--- src/u16u8_pkg.sv ---
// ----------------------------------------------------------------------------
// u16u8_pkg
// Shared types, constants and the BMP encoding function for the UTF-16 to
// UTF-8 transcoder.
// ----------------------------------------------------------------------------
package u16u8_pkg;

  localparam int CU_W        = 16;
  localparam int BYTE_W      = 8;
  localparam int HELD_W      = 10;
  localparam int MAX_BYTES   = 6;
  localparam int CNT_W       = 3;

  localparam logic [CU_W-1:0]   MAX_UNITS_RST = 16'd256;
  localparam logic [CU_W-1:0]   INDEX_SAT     = 16'hFFFF;
  localparam logic [CU_W-1:0]   REPL_CHAR     = 16'hFFFD;
  localparam logic [5:0]        HIGH_TAG      = 6'b110110;
  localparam logic [5:0]        LOW_TAG       = 6'b110111;
  localparam logic [BYTE_W-1:0] DOT_BYTE      = 8'h2E;
  localparam logic [20:0]       SUPP_BASE     = 21'h10000;

  typedef struct packed {
    logic              high_pending;
    logic [HELD_W-1:0] held_high;
    logic [CU_W-1:0]   unit_index;
  } u16u8_state_t;

  typedef struct packed {
    logic [CNT_W-1:0]                    count;
    logic [MAX_BYTES-1:0][BYTE_W-1:0]    bytes;  // bytes[0] goes out first
  } u16u8_burst_t;

  typedef struct packed {
    logic [1:0]              len;
    logic [2:0][BYTE_W-1:0]  b;
  } u16u8_seq_t;

  // One to three byte UTF-8 form of a code point below 0x10000
  function automatic u16u8_seq_t enc_bmp(input logic [CU_W-1:0] cp);
    u16u8_seq_t s;
    s = '0;
    if (cp[15:7] == 9'd0) begin
      s.len  = 2'd1;
      s.b[0] = {1'b0, cp[6:0]};
    end else if (cp[15:11] == 5'd0) begin
      s.len  = 2'd2;
      s.b[0] = {3'b110, cp[10:6]};
      s.b[1] = {2'b10, cp[5:0]};
    end else begin
      s.len  = 2'd3;
      s.b[0] = {4'b1110, cp[15:12]};
      s.b[1] = {2'b10, cp[11:6]};
      s.b[2] = {2'b10, cp[5:0]};
    end
    return s;
  endfunction

endpackage

--- src/u16u8_in_if.sv ---
// ----------------------------------------------------------------------------
// u16u8_in_if
// Code unit channel: valid/ready handshake with one UTF-16 unit per item.
// ----------------------------------------------------------------------------
interface u16u8_in_if
  import u16u8_pkg::*;
();
  logic            valid;
  logic            ready;
  logic [CU_W-1:0] code_unit;
  logic            last_unit;

  modport source (output valid, output code_unit, output last_unit, input ready);
  modport sink   (input valid, input code_unit, input last_unit, output ready);
endinterface

--- src/u16u8_out_if.sv ---
// ----------------------------------------------------------------------------
// u16u8_out_if
// Byte channel: valid/ready handshake with one UTF-8 byte per item.
// ----------------------------------------------------------------------------
interface u16u8_out_if
  import u16u8_pkg::*;
();
  logic              valid;
  logic              ready;
  logic [BYTE_W-1:0] utf8_byte;
  logic              last_of_item;
  logic              end_of_text;

  modport source (output valid, output utf8_byte, output last_of_item,
                  output end_of_text, input ready);
  modport sink   (input valid, input utf8_byte, input last_of_item,
                  input end_of_text, output ready);
endinterface

--- src/u16u8_encode.sv ---
// ----------------------------------------------------------------------------
// u16u8_encode
// Turns one code unit plus the surrogate/limit state into a burst of up to
// six UTF-8 bytes and the state that follows.
// ----------------------------------------------------------------------------
module u16u8_encode
  import u16u8_pkg::*;
(
  input  logic [CU_W-1:0] code_unit,
  input  logic            last_unit,
  input  logic [CU_W-1:0] max_units,
  input  u16u8_state_t    st,
  output u16u8_state_t    st_nxt,
  output u16u8_burst_t    burst
);

  logic        accepted;
  logic        is_high;
  logic        is_low;
  logic        pair;
  logic        flush;
  logic        room_next;
  logic        hold;
  logic        emit_b;
  logic        dots;
  logic [20:0] pair_cp;
  logic [CU_W-1:0] cp_b;
  u16u8_seq_t  seq_b;
  u16u8_seq_t  seq_repl;
  logic [CNT_W-1:0] len_b;

  assign accepted  = st.unit_index < max_units;
  assign is_high   = code_unit[15:10] == HIGH_TAG;
  assign is_low    = code_unit[15:10] == LOW_TAG;
  assign pair      = st.high_pending && accepted && is_low;
  assign flush     = st.high_pending && !pair;
  assign room_next = ({1'b0, st.unit_index} + 17'd1) < {1'b0, max_units};
  // hold a high surrogate only while a partner can still fit
  assign hold      = !pair && accepted && is_high && !last_unit && room_next;
  assign emit_b    = !pair && accepted && !hold;
  assign dots      = !pair && !accepted && last_unit;

  assign pair_cp   = {1'b0, st.held_high, code_unit[9:0]} + SUPP_BASE;
  assign cp_b      = (is_high || is_low) ? REPL_CHAR : code_unit;
  assign seq_b     = enc_bmp(cp_b);
  assign seq_repl  = enc_bmp(REPL_CHAR);
  assign len_b     = emit_b ? {1'b0, seq_b.len} : (dots ? 3'd3 : 3'd0);

  always_comb begin
    burst = '0;
    if (pair) begin
      burst.count    = 3'd4;
      burst.bytes[0] = {5'b11110, pair_cp[20:18]};
      burst.bytes[1] = {2'b10, pair_cp[17:12]};
      burst.bytes[2] = {2'b10, pair_cp[11:6]};
      burst.bytes[3] = {2'b10, pair_cp[5:0]};
    end else begin
      if (dots) begin
        burst.bytes[2:0] = {DOT_BYTE, DOT_BYTE, DOT_BYTE};
      end else begin
        burst.bytes[2:0] = seq_b.b;
      end
      if (flush) begin
        // held surrogate went unpaired: replacement first, then this unit
        burst.bytes[5:3] = burst.bytes[2:0];
        burst.bytes[2:0] = seq_repl.b;
        burst.count      = len_b + 3'd3;
      end else begin
        burst.count      = len_b;
      end
    end
  end

  always_comb begin
    st_nxt.high_pending = hold;
    st_nxt.held_high    = hold ? code_unit[HELD_W-1:0] : '0;
    if (last_unit) begin
      st_nxt.unit_index = '0;
    end else if (st.unit_index != INDEX_SAT) begin
      st_nxt.unit_index = st.unit_index + 16'd1;
    end else begin
      st_nxt.unit_index = st.unit_index;
    end
  end

endmodule

--- src/utf16_to_utf8_transcoder.sv ---
// ----------------------------------------------------------------------------
// utf16_to_utf8_transcoder
// The first byte of an item is valid in the cycle after the item is taken.
// Pacing: up to six bytes per item; the byte-wide output shift register sets
//   the pace. Items giving no bytes pass at one per cycle. The next item is
//   taken as the last byte leaves.
// Reset (rst_n low, synchronous): no surrogate held, index zero, limit 256,
//   output buffer empty.
// ----------------------------------------------------------------------------
module utf16_to_utf8_transcoder
  import u16u8_pkg::*;
(
  input  logic              clk,
  input  logic              rst_n,
  u16u8_in_if.sink          in_ch,
  u16u8_out_if.source       out_ch,
  input  logic              cfg_we,
  input  logic [CU_W-1:0]   cfg_wdata
);

  logic [CU_W-1:0]                  max_units_r;
  u16u8_state_t                     st_r;
  u16u8_state_t                     st_nxt;
  u16u8_burst_t                     burst;
  logic [MAX_BYTES-1:0][BYTE_W-1:0] buf_r;
  logic [CNT_W-1:0]                 cnt_r;
  logic                             last_r;
  logic                             take;
  logic                             pop;

  u16u8_encode u_encode (
    .code_unit (in_ch.code_unit),
    .last_unit (in_ch.last_unit),
    .max_units (max_units_r),
    .st        (st_r),
    .st_nxt    (st_nxt),
    .burst     (burst)
  );

  assign pop         = out_ch.valid && out_ch.ready;
  assign in_ch.ready = (cnt_r == 3'd0) || ((cnt_r == 3'd1) && out_ch.ready);
  assign take        = in_ch.valid && in_ch.ready;

  assign out_ch.valid        = cnt_r != 3'd0;
  assign out_ch.utf8_byte    = buf_r[0];
  assign out_ch.last_of_item = cnt_r == 3'd1;
  assign out_ch.end_of_text  = (cnt_r == 3'd1) && last_r;

  always_ff @(posedge clk) begin
    if (!rst_n) begin
      max_units_r <= MAX_UNITS_RST;
    end else if (cfg_we) begin
      max_units_r <= cfg_wdata;
    end
  end

  always_ff @(posedge clk) begin
    if (!rst_n) begin
      st_r <= '0;
    end else if (take) begin
      st_r <= st_nxt;
    end
  end

  always_ff @(posedge clk) begin
    if (!rst_n) begin
      cnt_r <= '0;
    end else if (take) begin
      cnt_r <= burst.count;
    end else if (pop) begin
      cnt_r <= cnt_r - 3'd1;
    end
  end

  // payload: load a fresh burst, or advance by one byte
  always_ff @(posedge clk) begin
    if (take) begin
      buf_r  <= burst.bytes;
      last_r <= in_ch.last_unit;
    end else if (pop) begin
      buf_r  <= {{BYTE_W{1'b0}}, buf_r[MAX_BYTES-1:1]};
    end
  end

  a_cnt_bound: assert property (@(posedge clk) disable iff (!rst_n)
    cnt_r <= 3'd6)
    else $error("byte count beyond six");

  a_pending_flush: assert property (@(posedge clk) disable iff (!rst_n)
    take && st_r.high_pending |=> cnt_r >= 3'd3)
    else $error("held surrogate not resolved into bytes");

  a_string_end: assert property (@(posedge clk) disable iff (!rst_n)
    take && in_ch.last_unit |=> !st_r.high_pending && st_r.unit_index == '0
                               && cnt_r != 3'd0)
    else $error("state not cleared or no bytes after last unit");

endmodule

--- src/flat_wrapper.sv ---
// flat-port wrapper written by rule: the top's interface ports become plain ports
module utf16_to_utf8_transcoder_flat import u16u8_pkg::*;
  (clk, rst_n, cfg_we, cfg_wdata, in_ch_valid, in_ch_code_unit, in_ch_last_unit, in_ch_ready, out_ch_valid, out_ch_utf8_byte, out_ch_last_of_item, out_ch_end_of_text, out_ch_ready);
  u16u8_in_if in_ch_i ();
  u16u8_out_if out_ch_i ();
  input  logic clk;
  input  logic rst_n;
  input  logic cfg_we;
  input  logic [CU_W-1:0] cfg_wdata;
  input wire logic [$bits(in_ch_i.valid)-1:0] in_ch_valid;
  input wire logic [$bits(in_ch_i.code_unit)-1:0] in_ch_code_unit;
  input wire logic [$bits(in_ch_i.last_unit)-1:0] in_ch_last_unit;
  output wire logic [$bits(in_ch_i.ready)-1:0] in_ch_ready;
  output wire logic [$bits(out_ch_i.valid)-1:0] out_ch_valid;
  output wire logic [$bits(out_ch_i.utf8_byte)-1:0] out_ch_utf8_byte;
  output wire logic [$bits(out_ch_i.last_of_item)-1:0] out_ch_last_of_item;
  output wire logic [$bits(out_ch_i.end_of_text)-1:0] out_ch_end_of_text;
  input wire logic [$bits(out_ch_i.ready)-1:0] out_ch_ready;
  assign in_ch_i.valid = in_ch_valid;
  assign in_ch_i.code_unit = in_ch_code_unit;
  assign in_ch_i.last_unit = in_ch_last_unit;
  assign in_ch_ready = in_ch_i.ready;
  assign out_ch_valid = out_ch_i.valid;
  assign out_ch_utf8_byte = out_ch_i.utf8_byte;
  assign out_ch_last_of_item = out_ch_i.last_of_item;
  assign out_ch_end_of_text = out_ch_i.end_of_text;
  assign out_ch_i.ready = out_ch_ready;
  utf16_to_utf8_transcoder u_core (.clk(clk), .rst_n(rst_n), .in_ch(in_ch_i), .out_ch(out_ch_i), .cfg_we(cfg_we), .cfg_wdata(cfg_wdata));
endmodule
--- config.mk ---
export PLATFORM = sky130hd
export DESIGN_NAME = utf16_to_utf8_transcoder_flat
export DESIGN_NICKNAME = d
export VERILOG_FILES = /design/src/u16u8_pkg.sv /design/src/u16u8_in_if.sv /design/src/u16u8_out_if.sv /design/src/u16u8_encode.sv /design/src/utf16_to_utf8_transcoder.sv /design/src/flat_wrapper.sv
export SDC_FILE = /design/constraint.sdc
export NUM_CORES = 1
export LEC_CHECK = 0
export ABC_AREA = 0
export BUFFER_PORTS_ARGS = -buffer_cell sky130_fd_sc_hd__buf_2
export CAP_MARGIN = 20
export CORE_MARGIN = 5
export CORE_UTILIZATION = 55
export DETAILED_ROUTE_END_ITERATION = 7
export HOLD_SLACK_MARGIN = 0.03
export PLACE_DENSITY = 0.76
export SYNTH_ARGS = -nofsm -noshare
export SYNTH_HDL_FRONTEND = slang
export SYNTH_HIERARCHICAL = 1
export SYNTH_SLANG_ARGS = --single-unit
--- constraint.sdc ---
create_clock -name clk -period 3.65 [get_ports clk]
set_input_delay 0.5475 -clock clk [delete_from_list [all_inputs] [get_ports clk]]
set_output_delay 0.5475 -clock clk [all_outputs]
set_load 0.03 [all_outputs]
==> results of run 1 <==
## path summary, 6_finish.rpt
| path | from | to | slack (ns) | cells after the start |
|---|---|---|---|---|
| setup / recovery | u_core/st_r[3] | u_core/cnt_r[1] | 0.17 | 19 |
| hold / removal | cfg_wdata[8] | u_core/max_units_r[8] | 0.42 | 3 |
| setup reg to reg | u_core/st_r[3] | u_core/cnt_r[1] | 0.17 | 19 |
| hold reg to reg | u_core/st_r[16] | u_core/st_r[16] | 0.46 | 2 |
## registers in the layout, summed over array words and instances (netlist names)
name	count
u_core/max_units_r	16
u_core/cnt_r	3
u_core/st_r	27
u_core/buf_r	40
u_core/out_ch.utf8_byte	8
u_core/last_r	1
## worst reg2reg max path: cells and delay by family, from the launching register on
kind | cells | cell delay (ns)
AO/OA/AOI/OAI | 4 | 0.81
XOR/XNOR | 1 | 0.14
adder cells (fa/ha/maj) | 2 | 0.61
buffers and inverters | 3 | 0.39
flip-flops | 1 | 0.34
AND/OR/NAND/NOR | 9 | 1.11
## layout make-up
cell class	count	area share, %
multi-input combinational	557	50.7
sequential	95	34.2
timing repair buffer	74	6.25
clock buffer	11	3.30
tap	143	2.54
inverter	40	2.15
clock inverter	5	0.799
## per-stage QoR
stage	setup TNS (ns)	std cells	util [%]	setup WS [ns]
finish	0	925	62.5	0.168
global route	-0.138	925	62.5	-0.0906
CTS	0	921	60.4	0.114
detailed placement	0	905	57.8	0.145
global placement	0	905	57.8	0.240
floorplan	0	744	-	0.259
## report_power, final
part           internal [mW]  switching [mW]
Combinational          0.359           0.822
Clock                  0.531           0.395
Sequential              1.55          0.0851
Total                   2.44            1.30
## cell usage after synthesis (all sizes together) (7+ instances only)
cell     count  area (um^2)
a21boi      28          210
a21oi       38          194
a2bb2oi      8         70.1
a31oi        7         43.8
and2        17          109
buf         36          278
clkbuf      16         60.1
dfxtp       46          921
edfxtp      49         1470
ha          36          450
inv         39          146
mux2i       17          170
nand2      202          763
nand3       13         70.1
nor2        38          145
nor2b       19          119
nor3        13         87.6
nor4         7         65.1
o21ai       22          121
xnor2        8         70.1
xor2        10         87.6
## layer usage
metal  share of wire (%)  track usage (%)
met2                  44             34.2
met1                  45             32.1
met3                 8.5             4.51
met4                 2.4             9.63
met5                   0                0
## cell families (layout without fill, tap and decap cells)
kind of cell | Yosys count | count (layout) | synth area share (%)
muxes | 19 | 19 | 3.08
adders and majority gates | 36 | 36 | 7.19
other | 1 | 4 | 0.0599
AOI/OAI and AO/OA | 148 | 148 | 16.7
xor gates and xnor gates | 18 | 18 | 2.52
and+or+nand+nor | 332 | 332 | 24.5
buffers and inverters | 92 | 130 | 7.81
DFF | 95 | 95 | 38.2
## timing repair
action / CTS / global route
setup buffers: 0 / 4
resized for setup: 0 / 45
hold buffers: 0 / 0
endpoints found under the setup margin: 0 / 2
==> results.yml, run 1 <==
status:
  outcome: "completed"
clocking:
  cts_root_buffer: "clkbuf_16"
  numCtsBuffers: 9
  cts_buffer_depth: 2
  clock-sinks: 95
  clock_latency_ns: 0.35
  htreeDepth: 3
  cts_tree: "yes"
  clk_pin_slew_ns: 0.06
power:
  peakVddDrop_uv: 664
  power.leakage_nw: 3.07
  finalPower_mw: 3.74
  powerDensity_nw_per_um2: 531
yosys:
  syn_inst: 741
  synth.cell_area_um2: 6260
  yosys_warnings: 6
  synth_seq_cells: 95
  async_flop_share_pct: 0
  seq_area_frac_synth_pct: 38.2
  synth.distinct_cells: 70
  avgSynthCellArea_um2: 8.45
  synth_edf_count: 49
  synth_ff_type: "edfxtp_1"
finish:
  register_area_um2: 2410
  fin_area_um2: 7040
  layout.cells.most_common_list: "nand2_1, buf_2, edfxtp_1"
  syn2layout_area_growth_pct: 12.4
  multi_input_area_um2: 3570
  drive_gt1_share_pct: 18.9
  fillers: 945
  antenna_cells: 0
  final_common_cell: "nand2_1"
  layout.nets: 851
grt:
  grt_usage_pct: 22.8
  antenna_found_initial: 0
  grt_first_pass_wirelength_um: 24300
  grt.overflow.total: 0
  grt_max_degree: 72
  grt_pass1_vias: 4994
route:
  wire_per_inst_um: 16.9
  vias: 5427
  routed_wirelength_um: 15600
  antenna_left: 0
  firstDrtPassIters: 5
  drt_iter0_markers: 519
  post-route-drc-count: 0
  via_per_inst: 5.87
sta:
  drv_slew: 0
  fmax_ghz: 0.287
  min_period_ns: 3.48
  fin_skew_ns: 0.0126
  whs_ns: 0.421
  setup-violations-final: 0
  finalCritPeriodShare_pct: 95.4
  hold_viol_final: 0
  worst_pin_slew_ns: 0.816
  maxSlewHeadroom_pct: 45.6
setup_path:
  cp-start-kind: "flop"
  max_stage_delay_ns: 0.34
  cp_num_buf_inv: 3
  path_delay_family: "simple AND/OR/NAND/NOR gates"
  path_cells: "nand2_1 > nor3_2 > buf_4 > nand4_1 > nor2_2 > xnor2_2 > inv_1 > ha_1 > nand3_1 > buf_4 > nor2_4 > nand2_1 > o2111ai_2 > nand2_1 > o31a_1 > ha_1 > o22ai_2 > nor2_2 > o32ai_2"
  cp_max_fo: 3
  path_class: "flop to flop"
  cp-end-kind: "flop"
  critPathRequiredTime_ns: 3.92
  slowest_stage: "dfxtp_2"
  cp_common_cell: "nand2_1"
  arrival_ns: 3.75
place:
  numPortBuffers: 49
  routabilityCongestion: 0.976
  postPlaceCellArea_um2: 6520
  place_hpwl_um: 10700
die:
  die-area_um2: 13600
  die-height_um: 117
  core_area_um2: 11300
  core.rowCount: 39
  io_pins: 50
  die_x_um: 117
  start_util_pct: 55.6
hold_path:
  hold_class: "primary input to flop"
job:
  drv_cap: 0
Note: power is estimated with default switching activity, not from simulation.
==> run 2, diff against run 1 <==
==> constraint.sdc (replaced) <==
create_clock -name clk -period 3.65 [get_ports clk]
set_input_delay 0.365 -clock clk [delete_from_list [all_inputs] [get_ports clk]]
set_output_delay 0.365 -clock clk [all_outputs]
set_load 0.03 [all_outputs]
==> results.yml, run 2 (synthesis results as in run 1) <==
grt:
  grt_max_degree: 72
  grt.overflow.total: 0
  grt_first_pass_wirelength_um: 25200
  grt_pass1_vias: 5167
  grt_usage_pct: 23.3
  antenna_found_initial: 0
route:
  firstDrtPassIters: 5
  vias: 5380
  drt_iter0_markers: 494
  routed_wirelength_um: 15600
  via_per_inst: 5.83
  wire_per_inst_um: 16.9
  antenna_left: 0
  post-route-drc-count: 0
sta:
  drv_slew: 0
  finalSetupTns_ns: 0
  rsz0062_at_grt: "true"
  min_period_ns: 3.52
  worst_pin_slew_ns: 0.826
  setup-violations-final: 0
  finalCritPeriodShare_pct: 96.3
  fin_skew_ns: 0.00806
  fmax_ghz: 0.284
  maxSlewHeadroom_pct: 44.9
  hold_viol_final: 0
finish:
  fillers: 1001
  register_area_um2: 2410
  utilization_pct: 61.7
  layout.cells.most_common_list: "nand2_1, buf_2, edfxtp_1"
  layout.nets: 849
  antenna_cells: 0
  top_register: "u_core/buf_r"
  reg_top3: "u_core/buf_r: 40 flops, u_core/st_r: 27 flops, u_core/max_units_r: 16 flops"
  syn2layout_area_growth_pct: 11.1
  final_common_cell: "nand2_1"
  largest_register_ffs: 40
  multi_input_area_um2: 3510
  drive_gt1_share_pct: 17.6
place:
  routabilityCongestion: 0.952
  numPortBuffers: 49
  place_hpwl_um: 10700
die:
  die-height_um: 117
  die_x_um: 117
  io_pins: 50
  die-area_um2: 13600
  core_area_um2: 11300
  start_util_pct: 55.6
  core.rowCount: 39
setup_path:
  arrival_ns: 3.77
  cp_max_fo: 3
  cp-start-kind: "flop"
  cp-end-kind: "flop"
  critPathRequiredTime_ns: 3.91
  path_class: "flop to flop"
clocking:
  cts_tree: "yes"
  cts_root_buffer: "clkbuf_16"
  clock-sinks: 95
  clock_latency_ns: 0.35
  clk_pin_slew_ns: 0.06
  cts_buffer_depth: 2
  numCtsBuffers: 9
  htreeDepth: 3
power:
  peakVddDrop_uv: 915
  powerDensity_nw_per_um2: 533
  power.leakage_nw: 3.03
job:
  drv_cap: 0
status:
  outcome: "completed"
hold_path:
  hold_class: "primary input to flop"
-- run 2: cell count changes in the layout (fill, tap and decap cells not counted), sizes merged --
cell      change
clkbuf        +1
clkinv        -1
clkinvlp      +1
bufinv        -1
buf           -2
-- run 2: final cells by class --
type / count / share of cell area (%)
clock buffers: 12 / 3.69
multi-input cells: 557 / 50.5
repair buffers: 72 / 6.06
flip-flops and latches: 95 / 34.6
clock inverters: 4 / 0.414
inverters: 40 / 2.18
well taps: 143 / 2.57
-- run 2: worst paths after layout --
check,startpoint,end,slack (ns),cells past startpoint
setup / recovery,u_core/st_r[1],u_core/cnt_r[1],0.13,17
setup reg to reg,u_core/st_r[1],u_core/cnt_r[1],0.13,17
hold reg to reg,u_core/st_r[18],u_core/st_r[18],0.46,2
hold / removal,cfg_wdata[8],u_core/max_units_r[8],0.23,3
-- run 2: per-stage QoR --
| stage | hold WS, ns | cell area, um^2 | power [mW] | instances | setup slack, ns |
|---|---|---|---|---|---|
| 2_1_floorplan | 0.435 | 6280 | 2.62 | 744 | 0.259 |
| 5_1_grt | 0.253 | 6960 | 3.95 | 923 | -0.0301 |
| 3_5_place_dp | 0.449 | 6500 | 2.83 | 903 | 0.132 |
| 3_3_place_gp | 0.444 | 6500 | 2.78 | 903 | 0.209 |
| 6_report | 0.234 | 6960 | 3.71 | 923 | 0.134 |
| 4_1_cts | 0.229 | 6790 | 3.73 | 919 | 0.0909 |
-- run 2: report_power, final --
group / leakage (nW) / switching, mW / internal, mW
logic: 2.02 / 0.828 / 0.351
clock network: 0.137 / 0.401 / 0.501
registers: 0.871 / 0.0842 / 1.55
-- run 2: metal layers --
metal	GRT usage (%)	share of wire [%]
met4	9.10	1.9
met5	0	0
met1	32.9	46
met3	4.20	7.1
met2	35.6	45
-- run 2: worst max-delay path, stage by stage, from the launching register on --
cell       delay [ns]
dfxtp_4          0.37
ha_4             0.14
nand4_1          0.14
buf_4            0.19
or2_4            0.23
xor2_2           0.18
inv_2            0.07
ha_4             0.27
nand4_1          0.10
nor4_1           0.29
o31ai_1          0.14
o2111ai_2        0.11
nand2_1          0.10
o31a_1           0.30
ha_1             0.30
o22ai_2          0.16
nor2_2           0.06
o32ai_2          0.28
-- run 2: repair_timing --
item	4_1_cts	5_1_grt
endpoints found under the setup margin	0	3
buffers inserted	0	4
resized for setup	0	33
hold buffers	0	0
